==> config.mk <==
export PLATFORM = sky130hd
export DESIGN_NAME = multichannel_rc_high_pass
export DESIGN_NICKNAME = d
export VERILOG_FILES = /design/src/hw/rtl/mrchp_pkg.sv /design/src/hw/rtl/mrchp_front.sv /design/src/hw/rtl/mrchp_queue.sv /design/src/hw/rtl/mrchp_back.sv /design/src/hw/rtl/multichannel_rc_high_pass.sv
export SDC_FILE = /design/constraint.sdc
export NUM_CORES = 2
export LEC_CHECK = 0
export ABC_AREA = 0
export CORE_MARGIN = 1
export CORE_UTILIZATION = 41
export CTS_CLUSTER_DIAMETER = 100
export DETAILED_ROUTE_END_ITERATION = 8
export DONT_BUFFER_PORTS = 1
export PLACE_DENSITY = 0.65
export SLEW_MARGIN = 20
export SYNTH_ARGS = -nofsm -noshare
export SYNTH_HDL_FRONTEND = slang
export SYNTH_SLANG_ARGS = --single-unit
==> constraint.sdc <==
create_clock -name aclk -period 32.6 [get_ports aclk]
set_clock_uncertainty 0.2 [all_clocks]
set_input_delay 6.52 -clock aclk [delete_from_list [all_inputs] [get_ports aclk]]
set_output_delay 6.52 -clock aclk [all_outputs]
set_load 0.02 [all_outputs]
==> src/hw/rtl/mrchp_pkg.sv <==
// ============================================================================
// mrchp_pkg: shared definitions for the multichannel RC high-pass filter
// Default sizes, register indexes and configuration port widths.
// ============================================================================
package mrchp_pkg;

    // Default sizes handed to the top level as parameter defaults.
    localparam int MAX_CHANNELS_DEF = 8;
    localparam int SAMPLE_BITS_DEF  = 24;
    localparam int ALPHA_BITS_DEF   = 16;

    // The alpha reset value is given for a 16-bit fraction and scaled to the
    // configured coefficient width at elaboration.
    localparam int ALPHA_RESET     = 64880;
    localparam int ALPHA_REF_BITS  = 16;

    // Configuration port.
    localparam int CFG_INDEX_W     = 4;
    localparam int CFG_DATA_W      = 32;
    localparam int CHAN_COUNT_W    = 4;
    localparam int CHAN_COUNT_INIT = 1;

    // Depth of the queue between the front and back ends (a power of two).
    localparam int QUEUE_DEPTH     = 2;

    // Register indexes on the configuration port.
    typedef enum logic [CFG_INDEX_W-1:0] {
        REG_ALPHA         = 4'd0,
        REG_CHANNEL_COUNT = 4'd1
    } reg_index_t;

endpackage

==> src/hw/rtl/mrchp_front.sv <==
// ============================================================================
// mrchp_front: channel assignment and input differencing
// Assigns each request to a channel, forms x - last_input for that channel
// and tags it with the channel's primed flag for the back end.
// ============================================================================
module mrchp_front #(
    parameter int MAX_CHANNELS = mrchp_pkg::MAX_CHANNELS_DEF,
    parameter int SAMPLE_BITS  = mrchp_pkg::SAMPLE_BITS_DEF,
    parameter int CH_W         = (MAX_CHANNELS > 1) ? $clog2(MAX_CHANNELS) : 1
) (
    input  logic                                 aclk,
    input  logic                                 aresetn,
    input  logic [mrchp_pkg::CHAN_COUNT_W-1:0]   channel_count,
    input  logic                                 in_valid,
    output logic                                 in_ready,
    input  logic signed [SAMPLE_BITS-1:0]        in_sample,
    output logic                                 q_push,
    input  logic                                 q_full,
    output logic                                 q_primed,
    output logic [CH_W-1:0]                      q_channel,
    output logic signed [SAMPLE_BITS:0]          q_diff
);

    localparam int CNT_W = CH_W + 1;

    logic [CH_W-1:0]              pos_reg, pos_next;
    logic [MAX_CHANNELS-1:0]      primed_reg;
    logic signed [SAMPLE_BITS-1:0] last_in_reg [MAX_CHANNELS];

    logic [CNT_W-1:0] active;
    logic [CH_W-1:0]  ch;
    logic [CNT_W-1:0] ch_inc;
    logic             accept;

    assign in_ready = !q_full;
    assign accept   = in_valid && in_ready;

    // Clamp the channel count into 1..MAX_CHANNELS.
    always_comb begin
        if (channel_count == '0) begin
            active = CNT_W'(1);
        end else if (int'(channel_count) > MAX_CHANNELS) begin
            active = CNT_W'(MAX_CHANNELS);
        end else begin
            active = CNT_W'(channel_count);
        end
    end

    // A counter left beyond a reduced count restarts at channel 0.
    always_comb begin
        ch       = ({1'b0, pos_reg} < active) ? pos_reg : '0;
        ch_inc   = {1'b0, ch} + CNT_W'(1);
        pos_next = (ch_inc >= active) ? '0 : ch_inc[CH_W-1:0];
    end

    // Channel counter and primed flags.
    always_ff @(posedge aclk) begin
        if (!aresetn) begin
            pos_reg    <= '0;
            primed_reg <= '0;
        end else if (accept) begin
            pos_reg        <= pos_next;
            primed_reg[ch] <= 1'b1;
        end
    end

    // Last input per channel; read only once the channel is primed.
    always_ff @(posedge aclk) begin
        if (accept) begin
            last_in_reg[ch] <= in_sample;
        end
    end

    // Entry for the back end.
    assign q_push    = accept;
    assign q_primed  = primed_reg[ch];
    assign q_channel = ch;
    assign q_diff    = {in_sample[SAMPLE_BITS-1], in_sample}
                     - {last_in_reg[ch][SAMPLE_BITS-1], last_in_reg[ch]};

endmodule

==> src/hw/rtl/mrchp_queue.sv <==
// ============================================================================
// mrchp_queue: short first-in first-out queue
// Decouples the front end from the back end so that each can stall alone.
// ============================================================================
module mrchp_queue #(
    parameter int WIDTH = 8,
    parameter int DEPTH = mrchp_pkg::QUEUE_DEPTH
) (
    input  logic             aclk,
    input  logic             aresetn,
    input  logic             push,
    input  logic [WIDTH-1:0] push_data,
    output logic             full,
    input  logic             pop,
    output logic             not_empty,
    output logic [WIDTH-1:0] pop_data
);

    localparam int PTR_W = (DEPTH > 1) ? $clog2(DEPTH) : 1;
    localparam int CNT_W = $clog2(DEPTH + 1);

    logic [WIDTH-1:0] entry_reg [DEPTH];
    logic [PTR_W-1:0] wr_ptr_reg, rd_ptr_reg;
    logic [CNT_W-1:0] count_reg;

    assign full      = (count_reg == CNT_W'(DEPTH));
    assign not_empty = (count_reg != '0);
    assign pop_data  = entry_reg[rd_ptr_reg];

    // Pointers and fill count; the depth is a power of two so pointers wrap.
    always_ff @(posedge aclk) begin
        if (!aresetn) begin
            wr_ptr_reg <= '0;
            rd_ptr_reg <= '0;
            count_reg  <= '0;
        end else begin
            if (push) begin
                wr_ptr_reg <= wr_ptr_reg + PTR_W'(1);
            end
            if (pop) begin
                rd_ptr_reg <= rd_ptr_reg + PTR_W'(1);
            end
            if (push && !pop) begin
                count_reg <= count_reg + CNT_W'(1);
            end else if (pop && !push) begin
                count_reg <= count_reg - CNT_W'(1);
            end
        end
    end

    // Entry storage.
    always_ff @(posedge aclk) begin
        if (push) begin
            entry_reg[wr_ptr_reg] <= push_data;
        end
    end

endmodule

==> src/hw/rtl/mrchp_back.sv <==
// ============================================================================
// mrchp_back: filter recurrence and output register
// Computes round(alpha * (last_output + diff)), saturates it, updates the
// channel's last output and holds the result for the output channel.
// ============================================================================
module mrchp_back #(
    parameter int MAX_CHANNELS = mrchp_pkg::MAX_CHANNELS_DEF,
    parameter int SAMPLE_BITS  = mrchp_pkg::SAMPLE_BITS_DEF,
    parameter int ALPHA_BITS   = mrchp_pkg::ALPHA_BITS_DEF,
    parameter int CH_W         = (MAX_CHANNELS > 1) ? $clog2(MAX_CHANNELS) : 1
) (
    input  logic                          aclk,
    input  logic                          aresetn,
    input  logic [ALPHA_BITS-1:0]         alpha,
    input  logic                          q_not_empty,
    output logic                          q_pop,
    input  logic                          q_primed,
    input  logic [CH_W-1:0]               q_channel,
    input  logic signed [SAMPLE_BITS:0]   q_diff,
    output logic                          out_valid,
    input  logic                          out_ready,
    output logic signed [SAMPLE_BITS-1:0] out_filtered_sample,
    output logic [CH_W-1:0]               out_channel,
    output logic                          out_saturated
);

    localparam int D_W    = SAMPLE_BITS + 2;
    localparam int PROD_W = SAMPLE_BITS + ALPHA_BITS + 3;
    localparam int R_W    = PROD_W - ALPHA_BITS;
    localparam logic signed [R_W-1:0] SMAX =
        R_W'((64'sd1 <<< (SAMPLE_BITS - 1)) - 64'sd1);
    localparam logic signed [R_W-1:0] SMIN = -SMAX - R_W'(1);
    localparam logic [PROD_W-1:0] HALF = PROD_W'(64'd1 << (ALPHA_BITS - 1));

    logic signed [SAMPLE_BITS-1:0] last_out_reg [MAX_CHANNELS];
    logic                          valid_reg;
    logic signed [SAMPLE_BITS-1:0] sample_reg;
    logic [CH_W-1:0]               channel_reg;
    logic                          sat_reg;

    logic signed [D_W-1:0]         d;
    logic signed [PROD_W-1:0]      prod;
    logic signed [PROD_W-1:0]      rnd;
    logic signed [R_W-1:0]         r;
    logic signed [SAMPLE_BITS-1:0] y;
    logic                          sat;
    logic signed [SAMPLE_BITS-1:0] lo;

    // Take the next entry whenever the output register is free or draining.
    assign q_pop = q_not_empty && (!valid_reg || out_ready);

    // Multiply, round to nearest with ties up, then floor by the shift.
    always_comb begin
        lo   = last_out_reg[q_channel];
        d    = {{2{lo[SAMPLE_BITS-1]}}, lo} + {q_diff[SAMPLE_BITS], q_diff};
        prod = $signed(d) * $signed({1'b0, alpha});
        rnd  = prod + $signed(HALF);
        r    = rnd[PROD_W-1:ALPHA_BITS];
    end

    // Saturate; an unprimed channel gives zero.
    always_comb begin
        y   = '0;
        sat = 1'b0;
        if (q_primed) begin
            if (r > SMAX) begin
                y   = SMAX[SAMPLE_BITS-1:0];
                sat = 1'b1;
            end else if (r < SMIN) begin
                y   = SMIN[SAMPLE_BITS-1:0];
                sat = 1'b1;
            end else begin
                y = r[SAMPLE_BITS-1:0];
            end
        end
    end

    // Per-channel last output; read only once the channel is primed.
    always_ff @(posedge aclk) begin
        if (q_pop) begin
            last_out_reg[q_channel] <= y;
        end
    end

    // Output valid flag.
    always_ff @(posedge aclk) begin
        if (!aresetn) begin
            valid_reg <= 1'b0;
        end else if (q_pop) begin
            valid_reg <= 1'b1;
        end else if (out_ready) begin
            valid_reg <= 1'b0;
        end
    end

    // Output payload.
    always_ff @(posedge aclk) begin
        if (q_pop) begin
            sample_reg  <= y;
            channel_reg <= q_channel;
            sat_reg     <= sat;
        end
    end

    assign out_valid           = valid_reg;
    assign out_filtered_sample = sample_reg;
    assign out_channel         = channel_reg;
    assign out_saturated       = sat_reg;

endmodule

==> src/hw/rtl/multichannel_rc_high_pass.sv <==
// ============================================================================
// multichannel_rc_high_pass: interleaved multichannel first-order high-pass
// Front end assigns channels and differences inputs, a two-entry queue
// decouples it from the back end that runs the output recurrence.
// ============================================================================
// An accepted request is written into the queue, then into the back end's output
// register, which drives m_valid. Throughput: one request per cycle while m_ready
// stays high; last_output takes one multiply, round and saturate per request.
// Reset: clears the channel counter, primed flags, queue and output valid,
// and restores alpha and channel_count; filter history needs no clearing.
module multichannel_rc_high_pass #(
    parameter int MAX_CHANNELS = mrchp_pkg::MAX_CHANNELS_DEF,
    parameter int SAMPLE_BITS  = mrchp_pkg::SAMPLE_BITS_DEF,
    parameter int ALPHA_BITS   = mrchp_pkg::ALPHA_BITS_DEF,
    parameter int CH_W         = (MAX_CHANNELS > 1) ? $clog2(MAX_CHANNELS) : 1
) (
    input  logic                                aclk,
    input  logic                                aresetn,
    input  logic                                s_valid,
    output logic                                s_ready,
    input  logic signed [SAMPLE_BITS-1:0]       s_sample,
    output logic                                m_valid,
    input  logic                                m_ready,
    output logic signed [SAMPLE_BITS-1:0]       m_filtered_sample,
    output logic [CH_W-1:0]                     m_channel,
    output logic                                m_saturated,
    input  logic                                cfg_valid,
    output logic                                cfg_ready,
    input  logic [mrchp_pkg::CFG_INDEX_W-1:0]   cfg_index,
    input  logic [mrchp_pkg::CFG_DATA_W-1:0]    cfg_data
);

    localparam int Q_W = 1 + CH_W + SAMPLE_BITS + 1;
    localparam logic [ALPHA_BITS-1:0] ALPHA_INIT =
        (ALPHA_BITS >= mrchp_pkg::ALPHA_REF_BITS)
        ? ALPHA_BITS'(mrchp_pkg::ALPHA_RESET << (ALPHA_BITS - mrchp_pkg::ALPHA_REF_BITS))
        : ALPHA_BITS'(mrchp_pkg::ALPHA_RESET >> (mrchp_pkg::ALPHA_REF_BITS - ALPHA_BITS));

    logic [ALPHA_BITS-1:0]              alpha_reg;
    logic [mrchp_pkg::CHAN_COUNT_W-1:0] chan_count_reg;

    logic                          q_push, q_full, q_pop, q_not_empty;
    logic                          f_primed;
    logic [CH_W-1:0]               f_channel;
    logic signed [SAMPLE_BITS:0]   f_diff;
    logic [Q_W-1:0]                q_in, q_out;
    logic                          b_primed;
    logic [CH_W-1:0]               b_channel;
    logic signed [SAMPLE_BITS:0]   b_diff;

    // Configuration registers; unknown indexes are ignored.
    assign cfg_ready = 1'b1;

    always_ff @(posedge aclk) begin
        if (!aresetn) begin
            alpha_reg      <= ALPHA_INIT;
            chan_count_reg <= mrchp_pkg::CHAN_COUNT_W'(mrchp_pkg::CHAN_COUNT_INIT);
        end else if (cfg_valid && cfg_ready) begin
            case (cfg_index)
                mrchp_pkg::REG_ALPHA: begin
                    alpha_reg <= cfg_data[ALPHA_BITS-1:0];
                end
                mrchp_pkg::REG_CHANNEL_COUNT: begin
                    chan_count_reg <= cfg_data[mrchp_pkg::CHAN_COUNT_W-1:0];
                end
                default: begin
                end
            endcase
        end
    end

    // Front end.
    mrchp_front #(
        .MAX_CHANNELS (MAX_CHANNELS),
        .SAMPLE_BITS  (SAMPLE_BITS),
        .CH_W         (CH_W)
    ) u_front (
        .aclk          (aclk),
        .aresetn       (aresetn),
        .channel_count (chan_count_reg),
        .in_valid      (s_valid),
        .in_ready      (s_ready),
        .in_sample     (s_sample),
        .q_push        (q_push),
        .q_full        (q_full),
        .q_primed      (f_primed),
        .q_channel     (f_channel),
        .q_diff        (f_diff)
    );

    // Queue between the two ends.
    assign q_in = {f_primed, f_channel, f_diff};

    mrchp_queue #(
        .WIDTH (Q_W),
        .DEPTH (mrchp_pkg::QUEUE_DEPTH)
    ) u_queue (
        .aclk      (aclk),
        .aresetn   (aresetn),
        .push      (q_push),
        .push_data (q_in),
        .full      (q_full),
        .pop       (q_pop),
        .not_empty (q_not_empty),
        .pop_data  (q_out)
    );

    assign b_primed  = q_out[Q_W-1];
    assign b_channel = q_out[Q_W-2 -: CH_W];
    assign b_diff    = q_out[SAMPLE_BITS:0];

    // Back end.
    mrchp_back #(
        .MAX_CHANNELS (MAX_CHANNELS),
        .SAMPLE_BITS  (SAMPLE_BITS),
        .ALPHA_BITS   (ALPHA_BITS),
        .CH_W         (CH_W)
    ) u_back (
        .aclk                (aclk),
        .aresetn             (aresetn),
        .alpha               (alpha_reg),
        .q_not_empty         (q_not_empty),
        .q_pop               (q_pop),
        .q_primed            (b_primed),
        .q_channel           (b_channel),
        .q_diff              (b_diff),
        .out_valid           (m_valid),
        .out_ready           (m_ready),
        .out_filtered_sample (m_filtered_sample),
        .out_channel         (m_channel),
        .out_saturated       (m_saturated)
    );

    // A clipped result sits exactly on one of the rails.
    a_sat_on_rail: assert property (@(posedge aclk) disable iff (!aresetn)
        (m_valid && m_saturated) |->
        ((m_filtered_sample == {1'b0, {(SAMPLE_BITS-1){1'b1}}}) ||
         (m_filtered_sample == {1'b1, {(SAMPLE_BITS-1){1'b0}}})))
        else $error("saturated result is not at a rail");

    // Results only name channels that exist.
    a_channel_range: assert property (@(posedge aclk) disable iff (!aresetn)
        m_valid |-> (int'(m_channel) < MAX_CHANNELS))
        else $error("result channel out of range");

    // Requests are only taken while the queue has room.
    a_no_overflow: assert property (@(posedge aclk) disable iff (!aresetn)
        q_push |-> !q_full)
        else $error("queue written while full");

    // An entry pending in the queue with a free output is always drained.
    a_drain: assert property (@(posedge aclk) disable iff (!aresetn)
        (q_not_empty && !m_valid) |=> m_valid)
        else $error("back end did not take a pending entry");

endmodule
==> results.yml <==
floorplanning:
  dieArea_um2: 94200
  ios: 96
  core_area_um2: 91900
  start_util_pct: 41.5
  std_cell_rows: 111
  dieHeight_um: 307
  die_w_um: 307
grt:
  first_global_vias: 26600
  antenna_found_initial: 0
  grt_use_total_pct: 20.7
  grt_pass1_wl_um: 152000
  overflow: 0
  grt_max_degree: 67
timing:
  final_max_slew_viol_count: 0
  setup_viol: 0
  max_slew_margin_pct: 20.2
  hold_viol_final: 0
  timing.final.crit_share_pct: 41.9
  min_period_ns: 13.67
  tns_ns: 0
  rsz0062_at_grt: "false"
  tightest_slew_ns: 1.19
  fmax_mhz: 73.1
routing:
  routed-via-count: 25700
  viasPerCell: 5.36
  wire_per_inst_um: 19.8
  wl_um: 94900
  drtIter0Drc: 1706
  drc_errors: 0
  drt-pass1-iter-count: 5
  final_antenna_net_count: 0
place:
  io_buffers: 0
  gp_congestion: 0.880
  hpwlAfterDp_um: 66200
synth:
  synth.area.top_cells: "edfxtp_1, fa_1, ha_1"
  ys_seq_area_share_pct: 39.0
  ys_seq_elements: 507
  synthTopCellsByCount: "nand2_1, inv_1, edfxtp_1"
  syn_area_um2: 38100
  ys_warn_count: 0
  synth_cell_types: 76
  synth_largest_area_cell: "edfxtp_1"
  synth_edf_count: 470
  synth_top_cell_area_share_pct: 37.0
  syn_nets: 4227
  synth_most_common_cell: "nand2_1"
  ys.flop_type: "edfxtp_1"
  postSynthCellCount: 3575
  async_flop_share_pct: 0
  synth_area_per_cell_um2: 10.7
finish:
  n_antenna_cell: 0
  drive_above_1_share_pct: 7.37
  synthToLayoutAreaGrowth_pct: 8.40
  final_nets: 4165
status:
  status: "finished clean"
setup_path:
  path_common_cell: "fa_1"
  cp-end-kind: "flop"
  cp.arrival_ns: 13.67
  cpPeakStageDelay_ns: 0.78
  crit_path_start_kind: "flop"
  slowest_stage: "a31oi_4"
  path_class: "reg -> reg"
  crit_fanout: 49
  required_ns: 32.60
clocking:
  cts_htree_levels: 2
  clk_latency_ns: 0.59
  cts-resized-gates: 0
  post_cts_buffers: 0
  root_buffer: "clkbuf_16"
  clk_pin_slew_ns: 0.06
  cts_tree: "built"
  clkSinkCount: 507
  cts_hold_buffers: 0
  cts_made_buffers: 48
  clockBufferDepth: 3
hold_path:
  min_path_type: "reg -> reg"
job:
  drv_cap: 0
## cell usage in the layout, fill, tap and decap left out, types with 52 or more instances in the layout
| master | synthesis | final |
|---|---|---|
| edfxtp_1 | 470 | 470 |
| and2_1 | 172 | 172 |
| fa_1 | 406 | 406 |
| nor2_1 | 59 | 52 |
| ha_1 | 181 | 181 |
| nand2_1 | 557 | 556 |
| a21oi_1 | 198 | 198 |
| nand3_1 | 52 | 52 |
| buf_4 | 1 | 84 |
| inv_1 | 524 | 524 |
| o21ai_0 | 57 | 56 |
## per-layer routing
metal | part of all wire, % | GRT usage [%] | vias to the layer above
li1 | - | - | 11800
met1 | 41 | 26.3 | 13000
met2 | 51 | 36.8 | 708
met3 | 5.3 | 2.38 | 140
met4 | 3.0 | 6.51 | 0
met5 | 0 | 0 | -
## cell type report
cell class	count	area, µm²
clock buffers	61	1320
inverters	526	1970
fillers	8589	50600
multi-input cells	2346	20700
flip-flops and latches	507	14900
well taps	1243	1560
repair buffers	84	631
clock inverters	29	295
## logic make-up after synthesis
| group | after synthesis | share of synthesized area (%) |
|---|---|---|
| compound gates | 577 | 10.2 |
| buf+inv | 722 | 7.26 |
| xor+xnor | 71 | 1.65 |
| other cells | 1 | 0.00984 |
| mux | 47 | 1.39 |
| simple gates | 1063 | 13.2 |
| flops | 507 | 39.0 |
| fa+ha+maj | 587 | 27.3 |
## worst max-delay path: cells and delay by family (launching register included)
| family | cells | cell delay [ns] |
|---|---|---|
| buffers and inverters | 11 | 2.57 |
| muxes | 1 | 0.29 |
| AOI/OAI and AO/OA | 12 | 3.85 |
| DFF | 1 | 0.30 |
| adders and majority gates | 8 | 4.09 |
| and+or+nand+nor | 9 | 1.92 |
## path summary, 6_finish.rpt
check,cells after the start,to,from,slack (ns)
max,41,u_back.out_filtered_sample[0]$_DFFE_PP_,flop,18.93
min,2,alpha_reg[11]$_SDFFE_PN1P_,alpha_reg[11]$_SDFFE_PN1P_,0.26
max reg2reg,41,u_back.out_filtered_sample[0]$_DFFE_PP_,flop,18.93
min reg2reg,2,alpha_reg[11]$_SDFFE_PN1P_,alpha_reg[11]$_SDFFE_PN1P_,0.26
## through the flow
stage / setup slack [ns] / hold slack [ns] / util (%) / instance area, µm² / instances
after floorplan: 21.92 / 0.241 / - / 38100 / 3575
after global placement: 19.04 / 0.243 / 43.2 / 39700 / 4706
after detailed placement: 18.98 / 0.246 / 43.2 / 39700 / 4706
after CTS: 18.91 / 0.261 / 44.9 / 41300 / 4796
after global routing: 18.07 / 0.277 / 44.9 / 41300 / 4796
final: 18.93 / 0.260 / 44.9 / 41300 / 4796
Power is left out: the tool's default activity adds up to more than one toggle a clock period on the data nets, which glitch-free logic cannot reach.
